===== config.mk =====
export PLATFORM = sky130hd
export DESIGN_NAME = simple_machine_instruction_execute
export DESIGN_NICKNAME = d
export VERILOG_FILES = /design/src/rtl/smie_pkg.sv /design/src/rtl/simple_machine_instruction_execute.sv /design/src/rtl/smie_state.sv
export VERILOG_INCLUDE_DIRS = /design/src /design/src/rtl
export SDC_FILE = /design/constraint.sdc
export NUM_CORES = 2
export LEC_CHECK = 0
export BUFFER_PORTS_ARGS = -buffer_cell sky130_fd_sc_hd__buf_2
export CAP_MARGIN = 30
export CELL_PAD_IN_SITES_DETAIL_PLACEMENT = 1
export CELL_PAD_IN_SITES_GLOBAL_PLACEMENT = 1
export CORE_ASPECT_RATIO = 1.4
export CORE_MARGIN = 2
export CORE_UTILIZATION = 40
export CTS_BUF_LIST = sky130_fd_sc_hd__clkbuf_8
export DETAILED_ROUTE_END_ITERATION = 12
export PLACE_DENSITY = 0.67
export SLEW_MARGIN = 10
export SYNTH_ARGS = -nofsm -noshare
export SYNTH_HDL_FRONTEND = slang
export SYNTH_HIERARCHICAL = 1
export SYNTH_SLANG_ARGS = --single-unit
export TNS_END_PERCENT = 5

===== constraint.sdc =====
create_clock -name aclk -period 9.2 [get_ports aclk]
set_clock_uncertainty 0.1 [all_clocks]
set_input_delay 1.84 -clock aclk [delete_from_list [all_inputs] [get_ports aclk]]
set_output_delay 1.84 -clock aclk [all_outputs]
set_load 0.05 [all_outputs]

===== src/rtl/simple_machine_instruction_execute_macros.svh =====
// Assertion macros shared by the RTL.
`ifndef SIMPLE_MACHINE_INSTRUCTION_EXECUTE_MACROS_SVH
`define SIMPLE_MACHINE_INSTRUCTION_EXECUTE_MACROS_SVH

`ifndef NO_ASSERTIONS

`define SMIE_ASSERT_IMPL(label, clk, rstn, ante, cons) \
    label: assert property (@(posedge clk) disable iff (!(rstn)) (ante) |-> (cons)) \
        else $error("assertion failed");

`define SMIE_ASSERT_NEXT(label, clk, rstn, ante, cons) \
    label: assert property (@(posedge clk) disable iff (!(rstn)) (ante) |=> (cons)) \
        else $error("assertion failed");

`else

`define SMIE_ASSERT_IMPL(label, clk, rstn, ante, cons)

`define SMIE_ASSERT_NEXT(label, clk, rstn, ante, cons)

`endif

`endif


===== src/rtl/smie_pkg.sv =====
`timescale 1ns / 1ps

package smie_pkg;

    localparam int REG_COUNT  = 16;
    localparam int MEM_CELLS  = 256;
    localparam int REG_AW     = 4;
    localparam int MEM_AW     = 8;
    localparam int DATA_W     = 8;
    localparam int IN_TDATA_W = 16;
    localparam int OUT_TDATA_W = 40;

    localparam logic [3:0] OP_LOAD  = 4'd1;
    localparam logic [3:0] OP_IMM   = 4'd2;
    localparam logic [3:0] OP_STORE = 4'd3;
    localparam logic [3:0] OP_MOVE  = 4'd4;
    localparam logic [3:0] OP_ADD   = 4'd5;
    localparam logic [3:0] OP_JUMP  = 4'd11;
    localparam logic [3:0] OP_HALT  = 4'd12;

    localparam logic [REG_AW-1:0] REG_ZERO = '0;

    typedef struct packed {
        logic              en;
        logic [REG_AW-1:0] a_addr;
        logic [REG_AW-1:0] b_addr;
        logic [MEM_AW-1:0] m_addr;
    } smie_rd_t;

    typedef struct packed {
        logic              commit;
        logic              reg_we;
        logic [REG_AW-1:0] reg_idx;
        logic [DATA_W-1:0] reg_val;
        logic              mem_we;
        logic [MEM_AW-1:0] mem_addr;
        logic [DATA_W-1:0] mem_val;
    } smie_wr_t;

    typedef struct packed {
        logic              halted;
        logic [DATA_W-1:0] jump_target;
        logic              jump_taken;
        logic [DATA_W-1:0] mem_value;
        logic [MEM_AW-1:0] mem_address;
        logic              mem_write;
        logic [DATA_W-1:0] reg_value;
        logic [REG_AW-1:0] reg_index;
        logic              reg_write;
    } smie_res_t;

endpackage


===== src/rtl/simple_machine_instruction_execute.sv =====
`timescale 1ns / 1ps
`include "simple_machine_instruction_execute_macros.svh"
//  channel  | direction | tdata fields, lowest bit first
//  s_axis   | in        | opcode, reg_r, operand_xy
//  m_axis   | out       | reg_write, reg_index, reg_value, mem_write, mem_address,
//           |           | mem_value, jump_taken, jump_target, halted
//
//  One request per cycle sustained while m_tready is high. Accepting a request
//  reads the register file and data memory ports; execute then runs it, writes
//  back, forwards the last write to the following request and registers the result.
//  Reset is immediate: per-entry valid bits make both stores read as zero.
//  A stalled result holds in the output register; one request waits in execute.

module simple_machine_instruction_execute
    import smie_pkg::*;
(
    input  logic                   aclk,
    input  logic                   aresetn,
    input  logic                   s_tvalid,
    output logic                   s_tready,
    input  logic [IN_TDATA_W-1:0]  s_tdata,   // opcode, reg_r, operand_xy
    output logic                   m_tvalid,
    input  logic                   m_tready,
    output logic [OUT_TDATA_W-1:0] m_tdata    // reg_write, reg_index, reg_value,
                                              // mem_write, mem_address, mem_value,
                                              // jump_taken, jump_target, halted
);

    logic              s1_valid_reg;
    logic [3:0]        s1_op_reg;
    logic [REG_AW-1:0] s1_r_reg;
    logic [7:0]        s1_xy_reg;
    logic              out_valid_reg;
    smie_res_t         out_data_reg;
    logic              halt_reg;
    logic              halt_next;

    logic              accept;
    logic              s1_adv;
    logic [3:0]        in_op;
    logic [REG_AW-1:0] in_r;
    logic [7:0]        in_xy;
    smie_rd_t          rd;
    smie_wr_t          wr;
    smie_res_t         res;
    logic [DATA_W-1:0] a_data, b_data, m_data;

    assign in_op = s_tdata[3:0];
    assign in_r  = s_tdata[7:4];
    assign in_xy = s_tdata[15:8];

    assign s1_adv   = s1_valid_reg && (!out_valid_reg || m_tready);
    assign s_tready = !s1_valid_reg || s1_adv;
    assign accept   = s_tvalid && s_tready;

    always_comb begin
        rd.en     = accept;
        rd.a_addr = (in_op == OP_MOVE || in_op == OP_ADD) ? in_xy[7:4] : in_r;
        rd.b_addr = (in_op == OP_ADD) ? in_xy[3:0] : REG_ZERO;
        rd.m_addr = in_xy;
    end

    smie_state u_state (
        .aclk    (aclk),
        .aresetn (aresetn),
        .rd      (rd),
        .wr      (wr),
        .a_data  (a_data),
        .b_data  (b_data),
        .m_data  (m_data)
    );

    always_comb begin
        res       = '0;
        halt_next = halt_reg;
        if (!halt_reg) begin
            unique case (s1_op_reg)
                OP_LOAD: begin
                    res.reg_write = 1'b1;
                    res.reg_index = s1_r_reg;
                    res.reg_value = m_data;
                end
                OP_IMM: begin
                    res.reg_write = 1'b1;
                    res.reg_index = s1_r_reg;
                    res.reg_value = s1_xy_reg;
                end
                OP_STORE: begin
                    res.mem_write   = 1'b1;
                    res.mem_address = s1_xy_reg;
                    res.mem_value   = a_data;
                end
                OP_MOVE: begin
                    res.reg_write = 1'b1;
                    res.reg_index = s1_xy_reg[3:0];
                    res.reg_value = a_data;
                end
                OP_ADD: begin
                    res.reg_write = 1'b1;
                    res.reg_index = s1_r_reg;
                    res.reg_value = a_data + b_data;
                end
                OP_JUMP: begin
                    if (a_data == b_data) begin
                        res.jump_taken  = 1'b1;
                        res.jump_target = s1_xy_reg;
                    end
                end
                OP_HALT: begin
                    halt_next = 1'b1;
                end
                default: begin
                end
            endcase
        end
        res.halted = halt_next;
    end

    always_comb begin
        wr.commit   = s1_adv;
        wr.reg_we   = res.reg_write;
        wr.reg_idx  = res.reg_index;
        wr.reg_val  = res.reg_value;
        wr.mem_we   = res.mem_write;
        wr.mem_addr = res.mem_address;
        wr.mem_val  = res.mem_value;
    end

    always_ff @(posedge aclk) begin
        if (!aresetn) begin
            s1_valid_reg  <= 1'b0;
            out_valid_reg <= 1'b0;
            halt_reg      <= 1'b0;
        end else begin
            if (s_tready) begin
                s1_valid_reg <= s_tvalid;
            end
            if (s1_adv) begin
                out_valid_reg <= 1'b1;
                halt_reg      <= halt_next;
            end else if (m_tready) begin
                out_valid_reg <= 1'b0;
            end
        end
    end

    always_ff @(posedge aclk) begin
        if (accept) begin
            s1_op_reg <= in_op;
            s1_r_reg  <= in_r;
            s1_xy_reg <= in_xy;
        end
        if (s1_adv) begin
            out_data_reg <= res;
        end
    end

    assign m_tvalid = out_valid_reg;
    assign m_tdata  = out_data_reg;

    `SMIE_ASSERT_NEXT(a_halt_sticky, aclk, aresetn, halt_reg, halt_reg)
    `SMIE_ASSERT_IMPL(a_halted_no_effect, aclk, aresetn,
        s1_valid_reg && halt_reg,
        !res.reg_write && !res.mem_write && !res.jump_taken)
    `SMIE_ASSERT_IMPL(a_single_effect, aclk, aresetn,
        s1_valid_reg, $countones({res.reg_write, res.mem_write, res.jump_taken}) <= 1)
    `SMIE_ASSERT_NEXT(a_exec_holds_on_stall, aclk, aresetn,
        s1_valid_reg && !s1_adv, s1_valid_reg && $stable(s1_xy_reg))

endmodule


===== src/rtl/smie_state.sv =====
`timescale 1ns / 1ps
`include "simple_machine_instruction_execute_macros.svh"

module smie_state
    import smie_pkg::*;
(
    input  logic              aclk,
    input  logic              aresetn,
    input  smie_rd_t          rd,
    input  smie_wr_t          wr,
    output logic [DATA_W-1:0] a_data,
    output logic [DATA_W-1:0] b_data,
    output logic [DATA_W-1:0] m_data
);

    logic [DATA_W-1:0] reg_mem_reg  [REG_COUNT];
    logic [DATA_W-1:0] data_mem_reg [MEM_CELLS];
    logic [REG_COUNT-1:0] reg_valid_reg;
    logic [MEM_CELLS-1:0] mem_valid_reg;

    logic [DATA_W-1:0] a_q_reg, b_q_reg, m_q_reg;
    logic              a_v_reg, b_v_reg, m_v_reg;
    logic [REG_AW-1:0] a_addr_reg, b_addr_reg;
    logic [MEM_AW-1:0] m_addr_reg;

    logic              fwd_reg_we_reg;
    logic [REG_AW-1:0] fwd_reg_idx_reg;
    logic [DATA_W-1:0] fwd_reg_val_reg;
    logic              fwd_mem_we_reg;
    logic [MEM_AW-1:0] fwd_mem_addr_reg;
    logic [DATA_W-1:0] fwd_mem_val_reg;

    // read ports, registered
    always_ff @(posedge aclk) begin
        if (rd.en) begin
            a_q_reg    <= reg_mem_reg[rd.a_addr];
            b_q_reg    <= reg_mem_reg[rd.b_addr];
            m_q_reg    <= data_mem_reg[rd.m_addr];
            a_addr_reg <= rd.a_addr;
            b_addr_reg <= rd.b_addr;
            m_addr_reg <= rd.m_addr;
        end
    end

    always_ff @(posedge aclk) begin
        if (wr.commit && wr.reg_we) begin
            reg_mem_reg[wr.reg_idx] <= wr.reg_val;
        end
        if (wr.commit && wr.mem_we) begin
            data_mem_reg[wr.mem_addr] <= wr.mem_val;
        end
    end

    always_ff @(posedge aclk) begin
        if (!aresetn) begin
            reg_valid_reg  <= '0;
            mem_valid_reg  <= '0;
            a_v_reg        <= 1'b0;
            b_v_reg        <= 1'b0;
            m_v_reg        <= 1'b0;
            fwd_reg_we_reg <= 1'b0;
            fwd_mem_we_reg <= 1'b0;
        end else begin
            if (rd.en) begin
                a_v_reg <= reg_valid_reg[rd.a_addr];
                b_v_reg <= reg_valid_reg[rd.b_addr];
                m_v_reg <= mem_valid_reg[rd.m_addr];
            end
            if (wr.commit) begin
                fwd_reg_we_reg <= wr.reg_we;
                fwd_mem_we_reg <= wr.mem_we;
                if (wr.reg_we) begin
                    reg_valid_reg[wr.reg_idx] <= 1'b1;
                end
                if (wr.mem_we) begin
                    mem_valid_reg[wr.mem_addr] <= 1'b1;
                end
            end
        end
    end

    // last committed write, for a read issued on the same edge
    always_ff @(posedge aclk) begin
        if (wr.commit) begin
            fwd_reg_idx_reg  <= wr.reg_idx;
            fwd_reg_val_reg  <= wr.reg_val;
            fwd_mem_addr_reg <= wr.mem_addr;
            fwd_mem_val_reg  <= wr.mem_val;
        end
    end

    always_comb begin
        if (fwd_reg_we_reg && fwd_reg_idx_reg == a_addr_reg) begin
            a_data = fwd_reg_val_reg;
        end else begin
            a_data = a_v_reg ? a_q_reg : '0;
        end
        if (fwd_reg_we_reg && fwd_reg_idx_reg == b_addr_reg) begin
            b_data = fwd_reg_val_reg;
        end else begin
            b_data = b_v_reg ? b_q_reg : '0;
        end
        if (fwd_mem_we_reg && fwd_mem_addr_reg == m_addr_reg) begin
            m_data = fwd_mem_val_reg;
        end else begin
            m_data = m_v_reg ? m_q_reg : '0;
        end
    end

    `SMIE_ASSERT_IMPL(a_one_store_per_commit, aclk, aresetn,
        wr.commit, !(wr.reg_we && wr.mem_we))
    `SMIE_ASSERT_NEXT(a_reg_valid_sticky, aclk, aresetn,
        wr.commit && wr.reg_we, reg_valid_reg[$past(wr.reg_idx)])
    `SMIE_ASSERT_NEXT(a_mem_valid_sticky, aclk, aresetn,
        wr.commit && wr.mem_we, mem_valid_reg[$past(wr.mem_addr)])

endmodule

==> reports/metrics.csv <==
stage,metric,value,unit
run_status,outcome,"finished, final reports clean",
cells_and_area,fin_nets,5352,
drt,drcViolationCount,0,
cells_and_area,design_area,112000,um2
critical_path,critical_path.endpoint_type,flip-flop,
sta,slew_headroom,0.311,
critical_path,cp_data_arrival_time,6.10,ns
global_routing,grt_pass1_wl,394,mm
yosys,synth_ff_type,edfxtp_1,
yosys,synth_seq_area_share,0.750,
place,io_buffer_count,61,
sta,finalCriticalPeriod,5.48,ns
floorplanning,initial_core_util,0.402,
drt,drt_iter0_markers,4756,
critical_path,setup.worst_path.class,in2reg,
hold_path,hp-start,u_state/mem_valid_reg[96]$_SDFFE_PN0P_,
power,p_per_area,199,nW/um2
drt,via_per_inst,5.82,
drt,wl_per_cell,30.6,um
critical_path,path_max_fanout,66,
global_routing,overflow,0,
floorplanning,rows,216,
sta,rsz0062_at_grt,false,
sta,fin_crit_sh,0.596,
drt,wirelength,273,mm
place,dp_hpwl,166,mm
yosys,synthDistinctLibCells,70,
place,place_congestion,0.821,
cts,cts-buffers-inserted,380,
cells_and_area,stdcell_count,8913,
global_routing,track_usage,0.213,
critical_path,r2r_start,s1_op_reg[1]$_DFFE_PP_,
yosys,yosys_register_bits,2580,
cells_and_area,mostFrequentLayoutCells,"edfxtp_1 (2,300), mux4_2 (653), clkbuf_8 (428)",
global_routing,grt_pass1_vias,54800,
cts,clk_pin_slew,0.06,ns
place,dp.cells,8135,
floorplanning,die_x,426,um
drt,first_pass_iters,6,
floorplanning,ioPinCount,62,
cts,clkSinkCount,2580,
global_routing,grt_max_degree,174,
drt,ant_nets,0,
yosys,synth_area,99500,um2
place,place_area,104000,um2
yosys,async_flop_share,0,
drt,dr_total_vias,51900,
sta,setup_viol_count_final,0,
sta,worstMarginPinSlew,1.03,ns
power,report.power.total,22400,uW
floorplanning,design.die.area,253000,um2
cells_and_area,largest_reg_flops,2048,
cells_and_area,drive_gt1_frac,0.268,
cts,postCtsSetupRepairBufs,0,
cts,cts_buffer_depth,4,
critical_path,cp.required,9.81,ns
sta,fmax,0.182,GHz
cells_and_area,layout_commonest_cell,edfxtp_1,
yosys,syn_area_per_cell,20.1,um2
sta,drv_slew,0,
floorplanning,core-area,247000,um2
global_routing,antenna_found_initial,5,
cts,clock-root-buffer,clkbuf_8,
cts,cts_resized,0,
critical_path,startpoint_type,input port,
cells_and_area,syn_to_final_growth,13.0,%
power,power.leakage,0.0407,uW
critical_path,critPathLaunch,s_tdata[9],
cts,cts_tree,done,
power,ir_drop,0.119,mV
sta,hold_viol,0,
cts,cts_hold_buffers,0,
cts,h-tree-depth,5,
cts,clkLatencyLatePin,0.98,ns
run,maxCapViolCount,0,
sta,setup_tns,0,ns
hold_path,min_path_type,reg2reg,
yosys,synth-edff-count,2300,
yosys,yosys_warnings,6,
yosys,synth_cells,4960,
floorplanning,die_y,594,um
yosys,syn_nets,4988,
[Yosys cell counts, types with 5 or more instances]
| master | n | share of area |
|---|---|---|
| nand2_1 | 93 | 0.0035 |
| and3_1 | 5 | 0.00031 |
| a222oi_1 | 6 | 0.00060 |
| ha_1 | 7 | 0.00088 |
| nand3_1 | 15 | 0.00075 |
| edfxtp_1 | 2300 | 0.69 |
| buf_4 | 21 | 0.0016 |
| xor2_1 | 14 | 0.0012 |
| nor4_1 | 41 | 0.0026 |
| mux2i_1 | 29 | 0.0029 |
| or2_2 | 7 | 0.00044 |
| nor3_1 | 10 | 0.00050 |
| a21oi_1 | 143 | 0.0072 |
| and2_1 | 29 | 0.0018 |
| inv_1 | 5 | 0.00019 |
| mux4_2 | 653 | 0.15 |
| buf_1 | 31 | 0.0012 |
| a22oi_1 | 268 | 0.020 |
| nand2b_1 | 14 | 0.00088 |
| o21a_1 | 275 | 0.021 |
| nor2_1 | 289 | 0.011 |
| or2_1 | 8 | 0.00050 |
| nor2b_1 | 17 | 0.0011 |
| mux2_2 | 11 | 0.0012 |
| o221ai_1 | 7 | 0.00062 |
| o21ai_0 | 28 | 0.0014 |
| clkbuf_1 | 185 | 0.0070 |
| buf_2 | 66 | 0.0033 |
| buf_6 | 7 | 0.00079 |
| dfxtp_1 | 280 | 0.056 |
| o22ai_1 | 25 | 0.0016 |
[cell families after synthesis]
logic type / count (synthesis) / share of synthesized area
buf+inv: 317 / 0.0141
xor+xnor: 18 / 0.00158
flops: 2580 / 0.750
compound gates: 794 / 0.0558
fa+ha+maj: 8 / 0.00108
simple gates: 550 / 0.0252
mux: 693 / 0.152
[power breakdown]
| group | leakage [uW] | internal (uW) | switching (uW) |
|---|---|---|---|
| clock network | 0.00433 | 4750 | 4420 |
| registers | 0.0285 | 12600 | 22.7 |
| logic | 0.00783 | 186 | 398 |
[worst max-delay path, stage by stage]
cell and delay [ns]:
buf_8 0.43, buf_4 0.61, buf_4 0.69, mux4_2 0.41, a22oi_1 0.22, a21oi_1 0.23, nor4_1 0.88, o22ai_1 0.33
or2_1 0.31
[per-layer routing]
layer  GRT usage  routed length (um)  vias up
met3      0.0338               16000      545
li1            -                   -    21300
met5           0                   0        -
met2       0.372              142000     1926
met1       0.261              102000    28100
met4      0.0934               12800        0
[path summary, 6_finish.rpt]
check                                                end  slack, ns  depth (start not counted)
setup reg to reg   u_state/data_mem_reg[57][5]$_DFFE_PP_       3.86                         10
hold / removal    u_state/mem_valid_reg[96]$_SDFFE_PN0P_       0.36                          1
setup / recovery            u_state/m_q_reg[4]$_DFFE_PP_       3.72                          9
hold reg to reg   u_state/mem_valid_reg[96]$_SDFFE_PN0P_       0.36                          1
[area by class of cell]
class | count | area, um2
well taps | 3270 | 4090
clock buffers | 428 | 5890
flip-flops and latches | 2580 | 74700
diodes | 5 | 12.5
multi-input cells | 2063 | 23600
clock inverters | 268 | 1590
repair buffers | 292 | 2530
fillers | 23000 | 135000
inverters | 7 | 26.3
[per-stage QoR]
stage                     worst slack, ns  hold WS, ns  utilization
after floorplan                      1.93        0.333            -
after global placement               2.48        0.340        0.420
after detailed placement             2.56        0.348        0.421
after CTS                            3.59        0.362        0.452
after global routing                 3.53        0.372        0.455
final                                3.72        0.361        0.455
Note: power is estimated with default switching activity, not from simulation.
